--- config.mk ---
export PLATFORM = sky130hd
export DESIGN_NAME = calendar_day_adder
export DESIGN_NICKNAME = d
export VERILOG_FILES = /design/src/cda_pkg.sv /design/src/cda_month_len.sv /design/src/cda_engine.sv /design/src/calendar_day_adder.sv
export VERILOG_INCLUDE_DIRS = /design/src /design/src/src
export SDC_FILE = /design/constraint.sdc
export NUM_CORES = 1
export LEC_CHECK = 0
export ABC_AREA = 0
export BUFFER_PORTS_ARGS = -buffer_cell sky130_fd_sc_hd__buf_2
export CORE_AREA = 2 2 121 123
export CTS_CLUSTER_SIZE = 16
export DETAILED_ROUTE_END_ITERATION = 10
export DIE_AREA = 0 0 123 125
export PLACE_DENSITY = 0.84
export SYNTH_ARGS = -nofsm -noshare
export SYNTH_HDL_FRONTEND = slang
export SYNTH_HIERARCHICAL = 1
export SYNTH_SLANG_ARGS = --single-unit
--- constraint.sdc ---
create_clock -name clk -period 4.84 [get_ports clk]
set_clock_uncertainty 0.05 [all_clocks]
set_input_delay 0.484 -clock clk [delete_from_list [all_inputs] [get_ports clk]]
set_output_delay 0.484 -clock clk [all_outputs]
set_load 0.005 [all_outputs]
--- src/calendar_day_adder_assert.svh ---
// ----------------------------------------------------------------------------
// Calendar day adder assertion macros
// Implication checks that compile away when ASSERT_OFF is defined.
// ----------------------------------------------------------------------------
`ifndef CALENDAR_DAY_ADDER_ASSERT_SVH
`define CALENDAR_DAY_ADDER_ASSERT_SVH

`ifndef ASSERT_OFF
// Same-cycle implication, sampled on the rising clock edge outside reset.
`define CDA_ASSERT_IMP(label, clk, rst_n, ante, cons) \
    label: assert property (@(posedge clk) disable iff (!rst_n) (ante) |-> (cons)) \
        else $error("calendar_day_adder: assertion failed");
// Next-cycle implication, sampled on the rising clock edge outside reset.
`define CDA_ASSERT_NXT(label, clk, rst_n, ante, cons) \
    label: assert property (@(posedge clk) disable iff (!rst_n) (ante) |=> (cons)) \
        else $error("calendar_day_adder: assertion failed");
`else
`define CDA_ASSERT_IMP(label, clk, rst_n, ante, cons)
`define CDA_ASSERT_NXT(label, clk, rst_n, ante, cons)
`endif

`endif

--- src/cda_pkg.sv ---
// ----------------------------------------------------------------------------
// Calendar day adder package
// Shared widths, calendar constants, month table and the result type.
// ----------------------------------------------------------------------------
package cda_pkg;

    localparam int YEAR_W  = 14;
    localparam int MONTH_W = 4;
    localparam int DAY_W   = 5;
    localparam int INC_IN_W = 12;
    localparam int CENT_W  = 7;

    localparam int DAY_COUNT_WIDTH_DEF = 12;

    localparam logic [YEAR_W-1:0]  YEAR_MIN   = 14'd1;
    localparam logic [YEAR_W-1:0]  YEAR_MAX   = 14'd9999;
    localparam logic [MONTH_W-1:0] MONTH_MIN  = 4'd1;
    localparam logic [MONTH_W-1:0] MONTH_DEC  = 4'd12;
    localparam logic [MONTH_W-1:0] MONTH_FEB  = 4'd2;
    localparam logic [DAY_W-1:0]   DAY_MIN    = 5'd1;
    localparam logic [DAY_W-1:0]   DAY_LONG   = 5'd31;
    localparam logic [DAY_W-1:0]   FEB_LEAP   = 5'd29;
    localparam logic [DAY_W-1:0]   FEB_COMMON = 5'd28;
    localparam logic [CENT_W-1:0]  CENT_LAST  = 7'd99;

    // Reset date 2025-05-12, with the year also split into centuries and rest.
    localparam logic [YEAR_W-1:0]  RST_YEAR    = 14'd2025;
    localparam logic [MONTH_W-1:0] RST_MONTH   = 4'd5;
    localparam logic [DAY_W-1:0]   RST_DAY     = 5'd12;
    localparam logic [CENT_W-1:0]  RST_YEAR_HI = 7'd20;
    localparam logic [CENT_W-1:0]  RST_YEAR_LO = 7'd25;

    // Division by 100 for years up to 9999: (y * 5243) >> 19.
    localparam int DIV100_MUL   = 5243;
    localparam int DIV100_SHIFT = 19;
    localparam int DIV100_PW    = 27;
    localparam logic [YEAR_W-1:0] CENTURY = 14'd100;

    // Days per month, January first; February holds its common-year length.
    localparam logic [DAY_W-1:0] MONTH_LEN [12] = '{
        5'd31, 5'd28, 5'd31, 5'd30, 5'd31, 5'd30,
        5'd31, 5'd31, 5'd30, 5'd31, 5'd30, 5'd31
    };

    typedef struct packed {
        logic [YEAR_W-1:0]  year;
        logic [MONTH_W-1:0] month;
        logic [DAY_W-1:0]   day;
        logic               overflow;
    } cda_result_t;

    typedef struct packed {
        logic busy;
        logic done;
    } cda_status_t;

endpackage

--- src/cda_month_len.sv ---
// ----------------------------------------------------------------------------
// Calendar day adder month length
// Length of a month from the table, with the leap rule for February.
// ----------------------------------------------------------------------------
module cda_month_len
    import cda_pkg::*;
(
    input  logic [MONTH_W-1:0] month,
    input  logic [CENT_W-1:0]  year_lo,
    input  logic [CENT_W-1:0]  year_hi,
    output logic [DAY_W-1:0]   len
);

    logic leap;
    logic [MONTH_W-1:0] idx;

    // A year is a leap year when it divides by 4 but not by 100, or by 400.
    // The year divides by 4 exactly when its last two digits do.
    assign leap = (year_lo[1:0] == 2'b00) &&
                  ((year_lo != '0) || (year_hi[1:0] == 2'b00));

    assign idx = month - MONTH_MIN;

    // Table lookup; months outside 1..12 read as long months.
    always_comb
    begin
        if (month < MONTH_MIN || month > MONTH_DEC)
        begin
            len = DAY_LONG;
        end
        else if (month == MONTH_FEB)
        begin
            len = leap ? FEB_LEAP : FEB_COMMON;
        end
        else
        begin
            len = MONTH_LEN[idx];
        end
    end

endmodule

--- src/cda_engine.sv ---
// ----------------------------------------------------------------------------
// Calendar day adder engine
// Holds the current date and steps it one month per cycle through a shared
// compare and subtract unit under a small sequencer.
// ----------------------------------------------------------------------------
module cda_engine
    import cda_pkg::*;
#(
    parameter int DAY_COUNT_WIDTH = DAY_COUNT_WIDTH_DEF
)
(
    input  logic                clk,
    input  logic                rst_n,
    input  logic                start,
    input  logic                mode,
    input  logic [YEAR_W-1:0]   set_year,
    input  logic [MONTH_W-1:0]  set_month,
    input  logic [DAY_W-1:0]    set_day,
    input  logic [INC_IN_W-1:0] days_to_add,
    input  logic                res_ready,
    output cda_status_t         status,
    output cda_result_t         result
);

    localparam int INC_W = (DAY_COUNT_WIDTH < INC_IN_W) ? DAY_COUNT_WIDTH : INC_IN_W;
    localparam int SUM_W = INC_W + 1;

    typedef enum logic [4:0] {
        ST_IDLE    = 5'b00001,
        ST_LOAD_LO = 5'b00010,
        ST_LOAD_DY = 5'b00100,
        ST_ADVANCE = 5'b01000,
        ST_DONE    = 5'b10000
    } cda_state_t;

    cda_state_t state_reg, state_next;

    logic [YEAR_W-1:0]  year_reg, year_next;
    logic [MONTH_W-1:0] month_reg, month_next;
    logic [DAY_W-1:0]   day_reg, day_next;
    logic [CENT_W-1:0]  year_lo_reg, year_lo_next;
    logic [CENT_W-1:0]  year_hi_reg, year_hi_next;
    logic [SUM_W-1:0]   sum_reg, sum_next;
    logic               ovf_reg, ovf_next;

    logic [YEAR_W-1:0]     year_clamp;
    logic [MONTH_W-1:0]    month_clamp;
    logic [DIV100_PW-1:0]  div_prod;
    logic [YEAR_W-1:0]     lo_full;
    logic [DAY_W-1:0]      len;
    logic [SUM_W-1:0]      len_ext;
    logic                  fits;

    // Shared month length lookup on the working date.
    cda_month_len u_month_len (
        .month   (month_reg),
        .year_lo (year_lo_reg),
        .year_hi (year_hi_reg),
        .len     (len)
    );

    // Clamp the year and month of a load, and split off the centuries.
    always_comb
    begin
        if (set_year == '0)
        begin
            year_clamp = YEAR_MIN;
        end
        else if (set_year > YEAR_MAX)
        begin
            year_clamp = YEAR_MAX;
        end
        else
        begin
            year_clamp = set_year;
        end

        if (set_month == '0)
        begin
            month_clamp = MONTH_MIN;
        end
        else if (set_month > MONTH_DEC)
        begin
            month_clamp = MONTH_DEC;
        end
        else
        begin
            month_clamp = set_month;
        end
    end

    assign div_prod = DIV100_PW'(year_clamp) * DIV100_PW'(DIV100_MUL);
    assign lo_full  = year_reg - YEAR_W'(year_hi_reg) * CENTURY;
    assign len_ext  = SUM_W'(len);
    assign fits     = (sum_reg <= len_ext);

    // Sequencer and datapath next state.
    always_comb
    begin
        state_next   = state_reg;
        year_next    = year_reg;
        month_next   = month_reg;
        day_next     = day_reg;
        year_lo_next = year_lo_reg;
        year_hi_next = year_hi_reg;
        sum_next     = sum_reg;
        ovf_next     = ovf_reg;

        unique case (state_reg)
            ST_IDLE:
            begin
                if (start)
                begin
                    ovf_next = 1'b0;
                    if (mode == 1'b0)
                    begin
                        year_next    = year_clamp;
                        month_next   = month_clamp;
                        year_hi_next = div_prod[DIV100_SHIFT +: CENT_W];
                        sum_next     = SUM_W'(set_day);
                        state_next   = ST_LOAD_LO;
                    end
                    else
                    begin
                        sum_next   = SUM_W'(day_reg) + SUM_W'(days_to_add[INC_W-1:0]);
                        state_next = ST_ADVANCE;
                    end
                end
            end
            ST_LOAD_LO:
            begin
                year_lo_next = lo_full[CENT_W-1:0];
                state_next   = ST_LOAD_DY;
            end
            ST_LOAD_DY:
            begin
                // Clamp the loaded day into the loaded month.
                if (sum_reg == '0)
                begin
                    day_next = DAY_MIN;
                end
                else if (!fits)
                begin
                    day_next = len;
                end
                else
                begin
                    day_next = sum_reg[DAY_W-1:0];
                end
                state_next = ST_DONE;
            end
            ST_ADVANCE:
            begin
                if (fits)
                begin
                    day_next   = sum_reg[DAY_W-1:0];
                    state_next = ST_DONE;
                end
                else if (month_reg == MONTH_DEC && year_reg == YEAR_MAX)
                begin
                    // Leaving the last representable year saturates the date.
                    month_next = MONTH_DEC;
                    day_next   = DAY_LONG;
                    ovf_next   = 1'b1;
                    state_next = ST_DONE;
                end
                else
                begin
                    sum_next = sum_reg - len_ext;
                    if (month_reg == MONTH_DEC)
                    begin
                        month_next = MONTH_MIN;
                        year_next  = year_reg + YEAR_W'(1);
                        if (year_lo_reg == CENT_LAST)
                        begin
                            year_lo_next = '0;
                            year_hi_next = year_hi_reg + CENT_W'(1);
                        end
                        else
                        begin
                            year_lo_next = year_lo_reg + CENT_W'(1);
                        end
                    end
                    else
                    begin
                        month_next = month_reg + MONTH_W'(1);
                    end
                end
            end
            ST_DONE:
            begin
                if (res_ready)
                begin
                    state_next = ST_IDLE;
                end
            end
            default:
            begin
                state_next = ST_IDLE;
            end
        endcase
    end

    // Date state and sequencer registers.
    always_ff @(posedge clk or negedge rst_n)
    begin
        if (!rst_n)
        begin
            state_reg   <= ST_IDLE;
            year_reg    <= RST_YEAR;
            month_reg   <= RST_MONTH;
            day_reg     <= RST_DAY;
            year_lo_reg <= RST_YEAR_LO;
            year_hi_reg <= RST_YEAR_HI;
        end
        else
        begin
            state_reg   <= state_next;
            year_reg    <= year_next;
            month_reg   <= month_next;
            day_reg     <= day_next;
            year_lo_reg <= year_lo_next;
            year_hi_reg <= year_hi_next;
        end
    end

    // Working registers.
    always_ff @(posedge clk)
    begin
        sum_reg <= sum_next;
        ovf_reg <= ovf_next;
    end

    assign status.busy = (state_reg != ST_IDLE);
    assign status.done = (state_reg == ST_DONE);

    assign result.year     = year_reg;
    assign result.month    = month_reg;
    assign result.day      = day_reg;
    assign result.overflow = ovf_reg;

endmodule

--- src/calendar_day_adder.sv ---
// ----------------------------------------------------------------------------
// Calendar day adder
// Keeps a Gregorian date; each transfer loads a date or advances it by days.
//
//   Channel | Handshake                 | Payload
//   --------+---------------------------+--------------------------------------
//   input   | in_valid / in_stall       | mode, set_year, set_month, set_day,
//           |                           | days_to_add
//   output  | out_valid / out_stall     | out_year, out_month, out_day,
//           |                           | year_overflow
//
// A load passes through ST_LOAD_LO, ST_LOAD_DY and ST_DONE before its result
// is written to the output register. An advance steps N months (up to about
// 140 for a count of 4095); the single compare and subtract unit walks one
// month per cycle. in_stall is high from the transfer until the result is
// written, so the next item is taken in the cycle after that at the earliest.
// A result waits in the output register while the next item is worked on.
// Reset (rst_n, asynchronous) sets the date to 2025-05-12.
// ----------------------------------------------------------------------------
`include "calendar_day_adder_assert.svh"

module calendar_day_adder
    import cda_pkg::*;
#(
    parameter int DAY_COUNT_WIDTH = DAY_COUNT_WIDTH_DEF
)
(
    input  logic                clk,
    input  logic                rst_n,
    input  logic                in_valid,
    output logic                in_stall,
    input  logic                mode,
    input  logic [YEAR_W-1:0]   set_year,
    input  logic [MONTH_W-1:0]  set_month,
    input  logic [DAY_W-1:0]    set_day,
    input  logic [INC_IN_W-1:0] days_to_add,
    output logic                out_valid,
    input  logic                out_stall,
    output logic [YEAR_W-1:0]   out_year,
    output logic [MONTH_W-1:0]  out_month,
    output logic [DAY_W-1:0]    out_day,
    output logic                year_overflow
);

    cda_status_t status;
    cda_result_t result;
    logic        in_take;
    logic        res_ready;
    logic        out_valid_reg, out_valid_next;
    cda_result_t out_data_reg;
    logic        out_date_ok;
    logic        out_sat_ok;

    assign in_stall  = status.busy;
    assign in_take   = in_valid && !status.busy;
    assign res_ready = !out_valid_reg || !out_stall;

    cda_engine #(
        .DAY_COUNT_WIDTH (DAY_COUNT_WIDTH)
    ) u_engine (
        .clk         (clk),
        .rst_n       (rst_n),
        .start       (in_take),
        .mode        (mode),
        .set_year    (set_year),
        .set_month   (set_month),
        .set_day     (set_day),
        .days_to_add (days_to_add),
        .res_ready   (res_ready),
        .status      (status),
        .result      (result)
    );

    // Output register: filled when the engine finishes and the slot is free or being read out.
    always_comb
    begin
        out_valid_next = out_valid_reg;
        if (status.done && res_ready)
        begin
            out_valid_next = 1'b1;
        end
        else if (out_valid_reg && !out_stall)
        begin
            out_valid_next = 1'b0;
        end
    end

    always_ff @(posedge clk or negedge rst_n)
    begin
        if (!rst_n)
        begin
            out_valid_reg <= 1'b0;
        end
        else
        begin
            out_valid_reg <= out_valid_next;
        end
    end

    always_ff @(posedge clk)
    begin
        if (status.done && res_ready)
        begin
            out_data_reg <= result;
        end
    end

    assign out_valid     = out_valid_reg;
    assign out_year      = out_data_reg.year;
    assign out_month     = out_data_reg.month;
    assign out_day       = out_data_reg.day;
    assign year_overflow = out_data_reg.overflow;

    // Range and saturation checks on the delivered date.
    assign out_date_ok = (out_year != '0) && (out_year <= YEAR_MAX) &&
                         (out_month != '0) && (out_month <= MONTH_DEC) &&
                         (out_day != '0);
    assign out_sat_ok  = (out_year == YEAR_MAX) && (out_month == MONTH_DEC) &&
                         (out_day == DAY_LONG);

    // The engine goes busy right after it takes an item.
    `CDA_ASSERT_NXT(a_busy_after_take, clk, rst_n, in_take, in_stall)
    // Every delivered date lies in the supported range.
    `CDA_ASSERT_IMP(a_date_range, clk, rst_n, out_valid, out_date_ok)
    // A saturated result always reads as the last day of year 9999.
    `CDA_ASSERT_IMP(a_sat_date, clk, rst_n, out_valid && year_overflow, out_sat_ok)

endmodule

After elaboration in Yosys (flattened, before gate mapping)
Memory sizes are Yosys's and may differ from the RTL's.
Cells that the tools add are included.
{"block": "word_totals", "register_bits": 81, "mem_bits_ro": 80, "inputBits": 40, "out_inout_bits": 26, "elab_cells": 134, "n_memories": 1}
{"memory": "(no name shown)", "depth": 16, "width": 5, "read_ports": 1, "rd_ports_with_merged_regs": 0, "write_ports": 0, "line": "cda_month_len.sv:37", "source": "len = MONTH_LEN[idx];"}
{"block": "op_classes", "add_sub_neg": 8, "mul": 2, "magnitude_cmp": 6, "n_eq_ne": 19, "mux": 55, "bitwise_logic": 1, "reduce_logical": 29}
{"operator": "2-to-1 mux 14 bit", "count": 7}
{"operator": "2-to-1 mux 7 bit", "count": 10}
{"operator": "2-to-1 mux 5 bit", "count": 12}
{"operator": "2-to-1 mux 13 bit", "count": 4}
{"operator": "2-to-1 mux 4 bit", "count": 8}
{"operator": "one-hot mux 14 bit (2 select lines)", "count": 1}
{"operator": "one-hot mux 7 bit (2 select lines)", "count": 2}
{"operator": "multiplier 14 x 13 -> 26 bit (second input constant)", "count": 1}
{"operator": "one-hot mux 13 bit (2 select lines)", "count": 1}
{"operator": "one-hot mux 5 bit (5 select lines)", "count": 1}
{"operator": "AND reduction 4 bit", "count": 4}
{"operator": "adder 14 x 1 -> 14 bit (second input constant)", "count": 1}
{"operator": "adder 7 x 1 -> 7 bit (second input constant)", "count": 2}
{"operator": "equality test 14 bit (second input constant)", "count": 1}
{"operator": "greater-than comparator 14 bit (second input constant)", "count": 1}
{"operator": "logical NOT 14 bit", "count": 1}
{"operator": "adder 5 x 12 -> 13 bit", "count": 1}
{"operator": "less-or-equal comparator 13 x 5 -> 1 bit", "count": 1}
{"operator": "logical NOT 13 bit", "count": 1}
{"operator": "subtractor 13 x 5 -> 13 bit", "count": 1}
{"operator": "one-hot mux 5 bit (2 select lines)", "count": 1}
{"operator": "greater-than comparator 4 bit (second input constant)", "count": 2}
{"operator": "!= test 2 x 1 -> 1 bit (second input constant)", "count": 4}
{"operator": "!= test 2 bit (second input constant)", "count": 4}
{"operator": "other kinds (31)", "count": 48}

Depth between registers and ports, before layout
Gate-level depths: netlist (run 1).
{"block": "depth", "word_depth": 11, "depth_mapped": 22, "ltp_nobuf": 22}

Hierarchy
The synthesis (run 1) kept the hierarchy.
{"mod": "cda_engine", "instances": 1, "cells_per_inst": 824, "area_per_inst_um2": 7442.1, "seq_area_each_um2": 1493.9}
{"mod": "calendar_day_adder", "instances": 1, "cells_per_inst": 29, "area_per_inst_um2": 774.5, "seq_area_each_um2": 745.7}
{"mod": "cda_month_len", "instances": 1, "cells_per_inst": 12, "area_per_inst_um2": 91.3, "seq_area_each_um2": 0.0}

Worst setup path before layout (run 1)
OpenSTA, ideal clock, no wires.
{"block": "synth_timing", "kind": "input-to-reg", "from": "input port set_year[4]", "to": "register u_engine.year_hi_reg[4]", "setup_time_ps": 88, "arrival_ps": 5483, "t_required_ps": 4702, "slack_ps": -780, "cell_stages": 19, "n_path_buf": 0, "path_cell_list": "nor4_1 o21ai_0 nand2_1 nand2b_1 ha_1 fa_1 fa_1 fa_1 inv_1 fa_1 inv_1 ha_1 a211oi_1 a21oi_1 a21boi_0 o311ai_0 a21oi_1 xor2_1 a221oi_2"}
{"block": "synth_between", "elab_chain_cells": 7, "word_cells_on_any_way": 8, "classes_between": "mul (1); order compare (1); mux (5); reduce/logical (1)"}
{"element": "start, declared", "line": "calendar_day_adder.sv:33", "source": "input logic [YEAR_W-1:0] set_year,"}
{"element": "greater-than comparator 14 bit", "line": "cda_engine.sv:69", "source": "else if (set_year > YEAR_MAX)"}
{"element": "2-to-1 mux 14 bit", "line": "cda_engine.sv:69"}
{"element": "2-to-1 mux 14 bit (*)", "line": "cda_engine.sv:65", "source": "if (set_year == '0)"}
{"element": "multiplier 14 x 13 -> 26 bit (*)", "line": "cda_engine.sv:92", "source": "assign div_prod = DIV100_PW'(year_clamp) * DIV100_PW'(DIV100_MUL);"}
{"element": "2-to-1 mux 7 bit (*)", "line": "cda_engine.sv:115", "source": "if (mode == 1'b0)"}
{"element": "2-to-1 mux 7 bit (*)", "line": "cda_engine.sv:112", "source": "if (start)"}
{"element": "one-hot mux 7 bit (2 select lines) (*)", "line": "cda_engine.sv:109", "source": "unique case (state_reg)"}
{"element": "end signal, assigned", "line": "cda_engine.sv:223", "source": "year_hi_reg <= year_hi_next;"}
{"element": "end, declared", "line": "cda_engine.sv:42", "source": "logic [CENT_W-1:0] year_hi_reg, year_hi_next;"}
Mark *: on every way between the ends. The rest lies on a longest branch, timed or not. The select of a mux whose other input is x is not followed.
A chain may end at the register's enable or synchronous reset.

Worst setup path in the final report (run 1)
{"block": "layout_timing", "from": "input port set_year[8]", "to": "register u_engine.year_hi_reg[2]"}
Same word-level chain as after synthesis.

==> results of run 1 <==
-- worst max path at each step --
stage                      start                                  end  cells past startpoint
finish               set_year[8]  u_engine/year_hi_reg[2]$_DFFE_PN1P_                     24
global route        set_year[10]  u_engine/year_hi_reg[2]$_DFFE_PN1P_                     24
CTS                  set_year[4]  u_engine/year_hi_reg[4]$_DFFE_PN1P_                     23
detailed placement  set_year[12]  u_engine/year_hi_reg[4]$_DFFE_PN1P_                     22
global placement    set_year[12]  u_engine/year_hi_reg[2]$_DFFE_PN1P_                     22
floorplan            set_year[5]  u_engine/year_hi_reg[3]$_DFFE_PN0P_                     20
-- metrics by stage --
step	utilization [%]	hold slack, ns	setup WS [ns]	setup TNS [ns]
4_1_cts	69.2	0.254	-0.267	-1.18
2_1_floorplan	-	0.138	-0.189	-0.686
3_5_place_dp	64.9	0.356	-0.846	-3.86
3_3_place_gp	64.9	0.353	-0.664	-3.04
5_1_grt	70.9	0.321	-0.618	-2.69
6_report	70.9	0.223	-0.529	-2.25
-- per-layer routing --
| metal | vias up | GRT usage [%] |
|---|---|---|
| met5 | - | 0 |
| met4 | 0 | 15.5 |
| met3 | 172 | 4.43 |
| met2 | 412 | 49.9 |
| met1 | 3473 | 34.5 |
| li1 | 3148 | - |
-- placed cells by master (no fill, tap or decap), types with 29 or more instances in the layout --
cell	instances
a21oi_1	42
buf_2	63
buf_4	85
edfxtp_1	38
fa_1	62
ha_1	83
inv_1	117
nand2_1	44
nor2_1	40
o21ai_0	29
-- area by class of cell --
type                    instances  area share, %
multi-input cells             590           57.2
flip-flops and latches         79           21.8
repair buffers                157           10.7
inverters                     138           5.22
clock buffers                  11           2.51
well taps                     184           2.29
clock inverters                 5          0.385
-- worst register-to-register path: cells and delay by family, from the launching register on --
family | cells | cell delay (ns)
fa+ha+maj | 1 | 0.34
flops | 1 | 0.44
simple gates | 2 | 1.63
compound gates | 6 | 1.85
-- power breakdown --
part | internal, mW | total, mW | switching, mW
Sequential | 1.01 | 1.27 | 0.259
Combinational | 2.22 | 4.87 | 2.64
Clock | 0.379 | 0.659 | 0.280
Total | 3.61 | 6.79 | 3.18
-- what timing repair did --
| item | 4_1_cts | 5_1_grt |
|---|---|---|
| hold buffers | 0 | 0 |
| setup buffers | 13 | 4 |
| endpoints found under the setup margin | 5 | 5 |
| pin swaps | 41 | 34 |
| resized for setup | 41 | 39 |
==> flow_metrics.py, run 1 <==
metrics = {
    "cts": {
        "cts_tree": "yes",
        "cts.sinks": 79,
        "clock_latency_ns": 0.34,
        "cts_buffers": 9,
        "clk_pin_slew_ns": 0.07,
        "cts_buffer_depth": 2,
        "cts_root_buf": "clkbuf_16",
        "h-tree-depth": 3,
    },
    "sta": {
        "slew_violations": 0,
        "worst_pin_slew_ns": 1.22,
        "setup_violations": 5,
        "period_needed_ns": 5.37,
        "finalHoldViolations": 0,
        "postLayoutSetupSlackWorst_ns": -0.529,
        "slew_headroom_pct": 18.7,
        "period_share_pct": 111,
        "rsz0062_at_grt": "true",
        "max_freq_mhz": 186,
    },
    "grt": {
        "grt.total_usage_pct": 29.0,
        "grt_pass1_vias": 7064,
        "grt_pass1_wl_um": 34700,
        "grt.overflow.total": 0,
        "antenna_found_initial": 0,
        "grt_max_degree": 58,
    },
    "placement": {
        "port_buffers": 65,
        "hpwl_um": 14900,
        "globalplace.congestion": 0.902,
        "placedCellCount": 1131,
        "place_area_um2": 9230,
    },
    "layout": {
        "area_growth_pct": 25.4,
        "antennaDiodeCount": 0,
        "multi_input_area_um2": 5750,
        "drive_above_1_share_pct": 29.9,
        "nets": 1190,
        "seqCellArea_um2": 2190,
        "n_fill_cell": 893,
        "final_cells": 1164,
        "fin_area_um2": 10100,
    },
    "power_and_ir_drop": {
        "power_density_nw_per_um2": 675,
        "finalPower_mw": 6.79,
        "peakVddDrop_v": 0.000797,
        "leakagePower_nw": 4.70,
    },
    "worst_setup_path": {
        "critPathSlowestCell": "fa_1",
        "cp_slowest_stage_delay_ns": 0.56,
        "critPathKind": "primary input to register",
        "arrival_ns": 5.59,
        "crit_buf_inv": 7,
        "crit_path_end_kind": "register",
        "critPathMaxFanout": 7,
        "reg2reg_depth": 9,
        "cp_data_required_time_ns": 5.06,
        "worst_path_dominant_cell_family": "adder cells",
        "cp-start-kind": "primary input",
        "reg2reg_slack_ns": 0.45,
        "worstPathCellList": "buf_2, nand3_1, o21ai_2, nand2_4, nand2_4, inv_2, buf_4, fa_1, ha_2, inv_2, fa_1, inv_1, fa_1, inv_2, fa_1, inv_2, ha_4, nand2_2, a21oi_2, a21boi_2, o41ai_2, xor2_1, o21ai_1, a2bb2oi_1",
        "reg2reg_to": "u_engine/year_reg[9]$_DFFE_PN1P_",
        "rr_startpoint": "u_engine/month_reg[3]$_DFFE_PN0P_",
    },
    "routing": {
        "num_vias": 7205,
        "dr.pass1.iters": 5,
        "drtIter0Drc": 916,
        "vias_per_cell": 6.19,
        "highest_layer": "met4",
        "wl_met1_um": 8500,
        "wire_per_inst_um": 20.3,
        "ant_nets": 0,
        "wl_met2_um": 11700,
        "met3_wirelength_um": 1590,
        "routed_wl_um": 23600,
        "drc_errors": 0,
    },
    "die": {
        "rows": 44,
        "die_x_um": 123,
        "fp.dieH_um": 125,
        "fp.dieArea_um2": 15400,
        "coreArea_um2": 14200,
        "start_util_pct": 56.5,
        "io-pin-count": 66,
    },
    "yosys": {
        "yosys_warnings": 6,
        "synth_area_per_cell_um2": 9.69,
        "syn_area_um2": 8020,
        "synthCells": 828,
    },
    "run_status": {
        "status": "complete, but fails checks",
        "violations": "setup timing",
    },
    "worst_hold_path": {
        "hold_path_class": "primary input to asynchronous set/reset pin",
    },
    "job": {
        "maxCapViolCount": 0,
    },
}
Power figures use the tool's default switching activity.
==> inputs of run 2 (changes only) <==
--- a/config.mk
+++ b/config.mk
@@ -9,7 +9,7 @@
 export ABC_AREA = 0
 export BUFFER_PORTS_ARGS = -buffer_cell sky130_fd_sc_hd__buf_2
 export CORE_AREA = 2 2 121 123
-export CTS_CLUSTER_SIZE = 16
+export CTS_CLUSTER_SIZE = 14
 export DETAILED_ROUTE_END_ITERATION = 10
 export DIE_AREA = 0 0 123 125
 export PLACE_DENSITY = 0.84
@@ -17,3 +17,4 @@
 export SYNTH_HDL_FRONTEND = slang
 export SYNTH_HIERARCHICAL = 1
 export SYNTH_SLANG_ARGS = --single-unit
+export TNS_END_PERCENT = 50
==> flow_metrics.py, run 2 (synthesized netlist as in run 1, its figures left out) <==
metrics = {
    "run_status": {
        "status": "complete, but fails checks",
        "violations": "setup timing",
    },
    "sta": {
        "slew_violations": 0,
        "period_needed_ns": 5.15,
        "rsz0062_at_grt": "true",
        "setup_violations": 5,
        "slew_headroom_pct": 18.6,
        "period_share_pct": 106,
        "postLayoutSetupSlackWorst_ns": -0.309,
        "worst_pin_slew_ns": 1.22,
        "max_freq_mhz": 194,
        "finalHoldViolations": 0,
    },
    "die": {
        "die_x_um": 123,
        "io-pin-count": 66,
        "fp.dieArea_um2": 15400,
        "start_util_pct": 56.5,
        "rows": 44,
        "fp.dieH_um": 125,
        "coreArea_um2": 14200,
    },
    "layout": {
        "antennaDiodeCount": 0,
        "nets": 1175,
        "drive_above_1_share_pct": 26.0,
        "mostFrequentLayoutCells": "124 x inv_1, 99 x ha_1, 75 x buf_4",
        "final_common_cell": "inv_1",
        "utilization_pct": 68.8,
        "area_growth_pct": 21.8,
    },
    "routing": {
        "drc_errors": 0,
        "drtIter0Drc": 713,
        "routed_wl_um": 19300,
        "ant_nets": 0,
        "vias_per_cell": 5.79,
        "num_vias": 6648,
        "dr.pass1.iters": 5,
        "wire_per_inst_um": 16.8,
    },
    "cts": {
        "cts.sinks": 79,
        "cts_hold_buf": 0,
        "h-tree-depth": 3,
        "clock_latency_ns": 0.34,
        "clk_pin_slew_ns": 0.06,
        "cts_buffers": 9,
        "cts_root_buf": "clkbuf_16",
        "cts_buffer_depth": 2,
        "cts_tree": "yes",
    },
    "worst_setup_path": {
        "cp_slowest_stage_delay_ns": 0.53,
        "critPathMaxFanout": 8,
        "critPathKind": "primary input to register",
        "cp-start-kind": "primary input",
        "crit_path_end_kind": "register",
        "cp_data_required_time_ns": 5.01,
        "arrival_ns": 5.32,
        "crit_top_cell": "fa_1",
        "worstPathCellList": "buf_8, nor4_4, o21ai_2, nand2_4, nand2b_4, fa_1, ha_1, inv_1, fa_1, inv_2, fa_1, inv_2, fa_1, inv_2, ha_4, a21oi_2, nor2_2, o31ai_4, o311ai_4, xor2_1, a221o_1",
        "critPathSlowestCell": "fa_1",
    },
    "power_and_ir_drop": {
        "finalPower_mw": 6.26,
        "peakVddDrop_v": 0.000558,
        "leakagePower_nw": 4.65,
        "power_density_nw_per_um2": 641,
    },
    "placement": {
        "globalplace.congestion": 0.903,
        "dp_worst_setup_slack_ns": -0.691,
        "port_buffers": 65,
        "hpwl_um": 14800,
    },
    "job": {
        "maxCapViolCount": 0,
    },
    "grt": {
        "grt.total_usage_pct": 26.4,
        "grt_max_degree": 58,
        "antenna_found_initial": 0,
        "grt_pass1_wl_um": 32300,
        "grt.overflow.total": 0,
        "grt_pass1_vias": 6796,
    },
    "worst_hold_path": {
        "hold_path_class": "primary input to asynchronous set/reset pin",
    },
}
## run 2: cell count changes in the layout (fill, tap and decap cells not counted), moves of 3 or more
cell	change
buf_4	-10
inv_2	-7
buf_6	-7
fa_1	+3
ha_2	-4
ha_4	-12
inv_1	+7
ha_1	+16
fa_2	-3
## run 2: power breakdown
| part | leakage (nW) | total (mW) | internal (mW) | switching, mW |
|---|---|---|---|---|
| clock | 0.163 | 0.756 | 0.460 | 0.296 |
| sequential | 0.822 | 1.27 | 1.01 | 0.268 |
| combinational | 3.67 | 4.23 | 1.95 | 2.28 |
| total | 4.65 | 6.26 | 3.42 | 2.84 |
## run 2: worst paths after layout
check | cells past startpoint | slack, ns | from | end
worst max-delay path | 21 | -0.31 | set_year[6] | u_engine/year_hi_reg[3]$_DFFE_PN0P_
min in group clk | 2 | 0.34 | out_stall | out_valid$_DFFE_PN0P_
worst min-delay path | 1 | 0.24 | rst_n | out_valid$_DFFE_PN0P_
max in group asynchronous | 1 | 3.91 | rst_n | u_engine/year_reg[2]$_DFFE_PN0P_
worst min register to register | 0 | 0.37 | u_engine/ovf_reg$_DFFE_PP_ | year_overflow$_DFFE_PP_
worst max register to register | 9 | 0.58 | u_engine/month_reg[3]$_DFFE_PN0P_ | u_engine/year_reg[3]$_DFFE_PN1P_
## run 2: layout make-up
cell class | instances | area (µm²)
inverters | 138 | 526
repair buffers | 142 | 948
multi-input cells | 590 | 5550
flip-flops and latches | 79 | 2190
clock inverters | 7 | 103
fillers | 1007 | 4430
well taps | 184 | 230
clock buffers | 9 | 225
## run 2: routing by layer
metal	wire, µm	share of wire, %	track usage [%]	vias to the layer above
li1	-	-	-	3124
met1	8070	42	34.6	3251
met2	9790	51	45.0	218
met3	876	4.5	3.19	55
met4	612	3.2	9.63	0
met5	0	0	0	-
## run 2: critical path: cells and delay by family
family / cells / cell delay (ns)
adder cells (fa/ha/maj): 6 / 2.58
AND/OR/NAND/NOR: 4 / 0.70
buffers and inverters: 5 / 0.29
AO/OA/AOI/OAI: 5 / 1.05
XOR/XNOR: 1 / 0.20
## run 2: metrics by stage
stage | hold WS, ns | cells | area [µm²] | setup TNS, ns
2_1_floorplan | 0.138 | 830 | 8240 | -0.694
3_3_place_gp | 0.355 | 1128 | 9220 | -2.85
3_5_place_dp | 0.356 | 1128 | 9220 | -3.26
4_1_cts | 0.265 | 1146 | 9670 | -1.22
5_1_grt | 0.300 | 1149 | 9770 | -2.08
6_report | 0.236 | 1149 | 9770 | -1.20
## run 2: what timing repair did
action | CTS | global route
endpoints found under the hold margin | 0 | 0
buffers inserted | 2 | 3
setup endpoints to repair | 5 | 5
resized for setup | 21 | 22
pin swaps | 20 | 22
==> inputs of run 3 (changes only) <==
--- a/config.mk
+++ b/config.mk
@@ -9,9 +9,11 @@
 export ABC_AREA = 0
 export BUFFER_PORTS_ARGS = -buffer_cell sky130_fd_sc_hd__buf_2
 export CORE_AREA = 2 2 121 123
+export CTS_BUF_LIST = sky130_fd_sc_hd__clkbuf_8
 export CTS_CLUSTER_SIZE = 14
 export DETAILED_ROUTE_END_ITERATION = 10
 export DIE_AREA = 0 0 123 125
+export HOLD_SLACK_MARGIN = 0.08
 export PLACE_DENSITY = 0.84
 export SYNTH_ARGS = -nofsm -noshare
 export SYNTH_HDL_FRONTEND = slang
==> constraint.sdc (replaced) <==
create_clock -name clk -period 6.1 [get_ports clk]
set_clock_uncertainty 0.05 [all_clocks]
set_input_delay 0.61 -clock clk [delete_from_list [all_inputs] [get_ports clk]]
set_output_delay 0.61 -clock clk [all_outputs]
set_load 0.005 [all_outputs]
==> flow_metrics.py, run 3 (synthesized netlist as in run 1, its figures left out) <==
metrics = {
    "sta": {
        "worst_pin_slew_ns": 1.19,
        "finalHoldViolations": 0,
        "slew_violations": 0,
        "rsz0062_at_grt": "false",
        "whs_ns": 0.330,
        "setup_violations": 0,
        "slew_headroom_pct": 20.6,
        "tns_ns": 0,
        "max_freq_mhz": 177,
        "period_share_pct": 92.4,
        "period_needed_ns": 5.64,
    },
    "worst_setup_path": {
        "crit_buf_inv": 8,
        "worstPathCellList": "buf_2, nor4_2, o21ai_0, nand2_1, buf_4, nand2_1, inv_1, ha_1, ha_1, inv_1, fa_1, inv_1, fa_1, inv_1, fa_1, inv_1, ha_1, a21oi_1, nor2_1, o31ai_1, o311ai_1, buf_4, xor2_1, a221o_1",
        "arrival_ns": 5.84,
        "reg2reg_slack_ns": 1.86,
        "critPathMaxFanout": 5,
        "crit_end": "u_engine/year_hi_reg[3]$_DFFE_PN0P_",
        "crit_top_cell": "inv_1",
        "reg2reg_to": "u_engine/year_reg[9]$_DFFE_PN1P_",
        "critPathSlowestCell": "fa_1",
        "worst_path_dominant_cell_family": "adder cells",
        "cp_data_required_time_ns": 6.30,
        "path_depth": 24,
        "cp-start-kind": "primary input",
        "crit_path_end_kind": "register",
        "reg2reg_depth": 9,
        "startpoint": "set_year[4]",
        "critPathKind": "primary input to register",
        "cp_slowest_stage_delay_ns": 0.55,
        "rr_startpoint": "u_engine/month_reg[3]$_DFFE_PN0P_",
    },
    "routing": {
        "ant_nets": 0,
        "drc_errors": 0,
        "routed_wl_um": 17700,
        "dr.pass1.iters": 5,
        "wire_per_inst_um": 16.2,
        "vias_per_cell": 5.69,
        "drtIter0Drc": 497,
        "num_vias": 6224,
    },
    "cts": {
        "cts_hold_buf": 0,
        "cts_buffer_depth": 2,
        "cts_tree": "yes",
        "cts.sinks": 79,
        "cts-resized-gates": 0,
        "cts_buffers": 9,
        "h-tree-depth": 3,
        "clk_pin_slew_ns": 0.08,
        "clock_latency_ns": 0.36,
        "cts_root_buf": "clkbuf_8",
        "cts_setup_buffers": 0,
    },
    "die": {
        "die_x_um": 123,
        "coreArea_um2": 14200,
        "rows": 44,
        "fp.dieH_um": 125,
        "io-pin-count": 66,
        "fp.dieArea_um2": 15400,
        "start_util_pct": 56.5,
    },
    "grt": {
        "grt_pass1_vias": 6156,
        "grt_pass1_wl_um": 29500,
        "antenna_found_initial": 0,
        "grt.total_usage_pct": 24.2,
        "grt_max_degree": 59,
        "grt.overflow.total": 0,
    },
    "power_and_ir_drop": {
        "leakagePower_nw": 4.26,
        "peakVddDrop_v": 0.000298,
        "power_density_nw_per_um2": 456,
    },
    "layout": {
        "antennaDiodeCount": 0,
        "drive_above_1_share_pct": 15.1,
        "mostFrequentLayoutCells": "138 x inv_1, 110 x ha_1, 65 x buf_2, 65 x fa_1, 51 x nand2_1",
        "nets": 1120,
        "area_growth_pct": 10.5,
        "final_common_cell": "inv_1",
    },
    "job": {
        "maxCapViolCount": 0,
    },
    "worst_hold_path": {
        "hold_path_class": "primary input to asynchronous set/reset pin",
    },
    "run_status": {
        "status": "completed",
    },
    "placement": {
        "globalplace.congestion": 0.997,
        "hpwl_um": 14200,
        "port_buffers": 65,
    },
}
[run 3: changes by cell type in the layout (fill, tap and decap cells not counted), sizes merged]
| cell | change |
|---|---|
| clkinv | +1 |
| inv | -2 |
| buf | -55 |
| bufinv | +1 |
[run 3: layout make-up]
class / count / area [µm²]
clock inverter: 7 / 115
multi-input combinational: 590 / 5200
sequential: 79 / 2190
timing repair buffer: 87 / 490
clock buffer: 9 / 124
inverter: 138 / 518
tap: 184 / 230
fill: 1094 / 5340
[run 3: worst register-to-register path, delay by kind of cell (launching register included)]
kind	cells	cell delay, ns
compound gates	6	1.73
simple gates	2	1.60
flops	1	0.46
fa+ha+maj	1	0.34
[run 3: worst min path at each step]
stage / start / end / slack, ns / cells past startpoint
finish: rst_n / u_engine/day_reg[4]$_DFFE_PN0P_ / 0.33 / 1
global placement: u_engine/ovf_reg$_DFFE_PP_ / year_overflow$_DFFE_PP_ / 0.35 / 0
detailed placement: u_engine/ovf_reg$_DFFE_PP_ / year_overflow$_DFFE_PP_ / 0.38 / 0
CTS: rst_n / u_engine/state_reg[2]$_DFFE_PN0P_ / 0.37 / 1
floorplan: rst_n / out_valid$_DFFE_PN0P_ / 0.26 / 0
global route: rst_n / u_engine/day_reg[1]$_DFFE_PN0P_ / 0.40 / 1
[run 3: where the power goes]
| group | leakage (nW) | internal (mW) | switching [mW] |
|---|---|---|---|
| Combinational | 3.31 | 1.12 | 1.45 |
| Clock | 0.126 | 0.270 | 0.197 |
| Sequential | 0.822 | 0.798 | 0.203 |
| Total | 4.26 | 2.19 | 1.85 |
[run 3: per-stage QoR]
stage / instance area, µm² / util (%) / power (mW) / instances / setup WS [ns]
floorplan: 8030 / - / 2.94 / 830 / 0.425
global placement: 8620 / 60.7 / 3.45 / 1078 / 0.152
detailed placement: 8620 / 60.7 / 3.54 / 1078 / 0.00558
CTS: 8860 / 62.4 / 4.03 / 1094 / 0.373
global route: 8860 / 62.4 / 4.47 / 1094 / 0.0489
finish: 8860 / 62.4 / 4.04 / 1094 / 0.461
[run 3: routing by layer]
metal	wire (µm)	global-route usage (%)	up-vias	part of all wire (%)
met4	406	7.29	0	2.3
met2	8610	39.4	209	49
met1	7700	33.2	2965	44
met5	0	0	-	0
met3	954	4.20	37	5.4
li1	-	-	3013	-
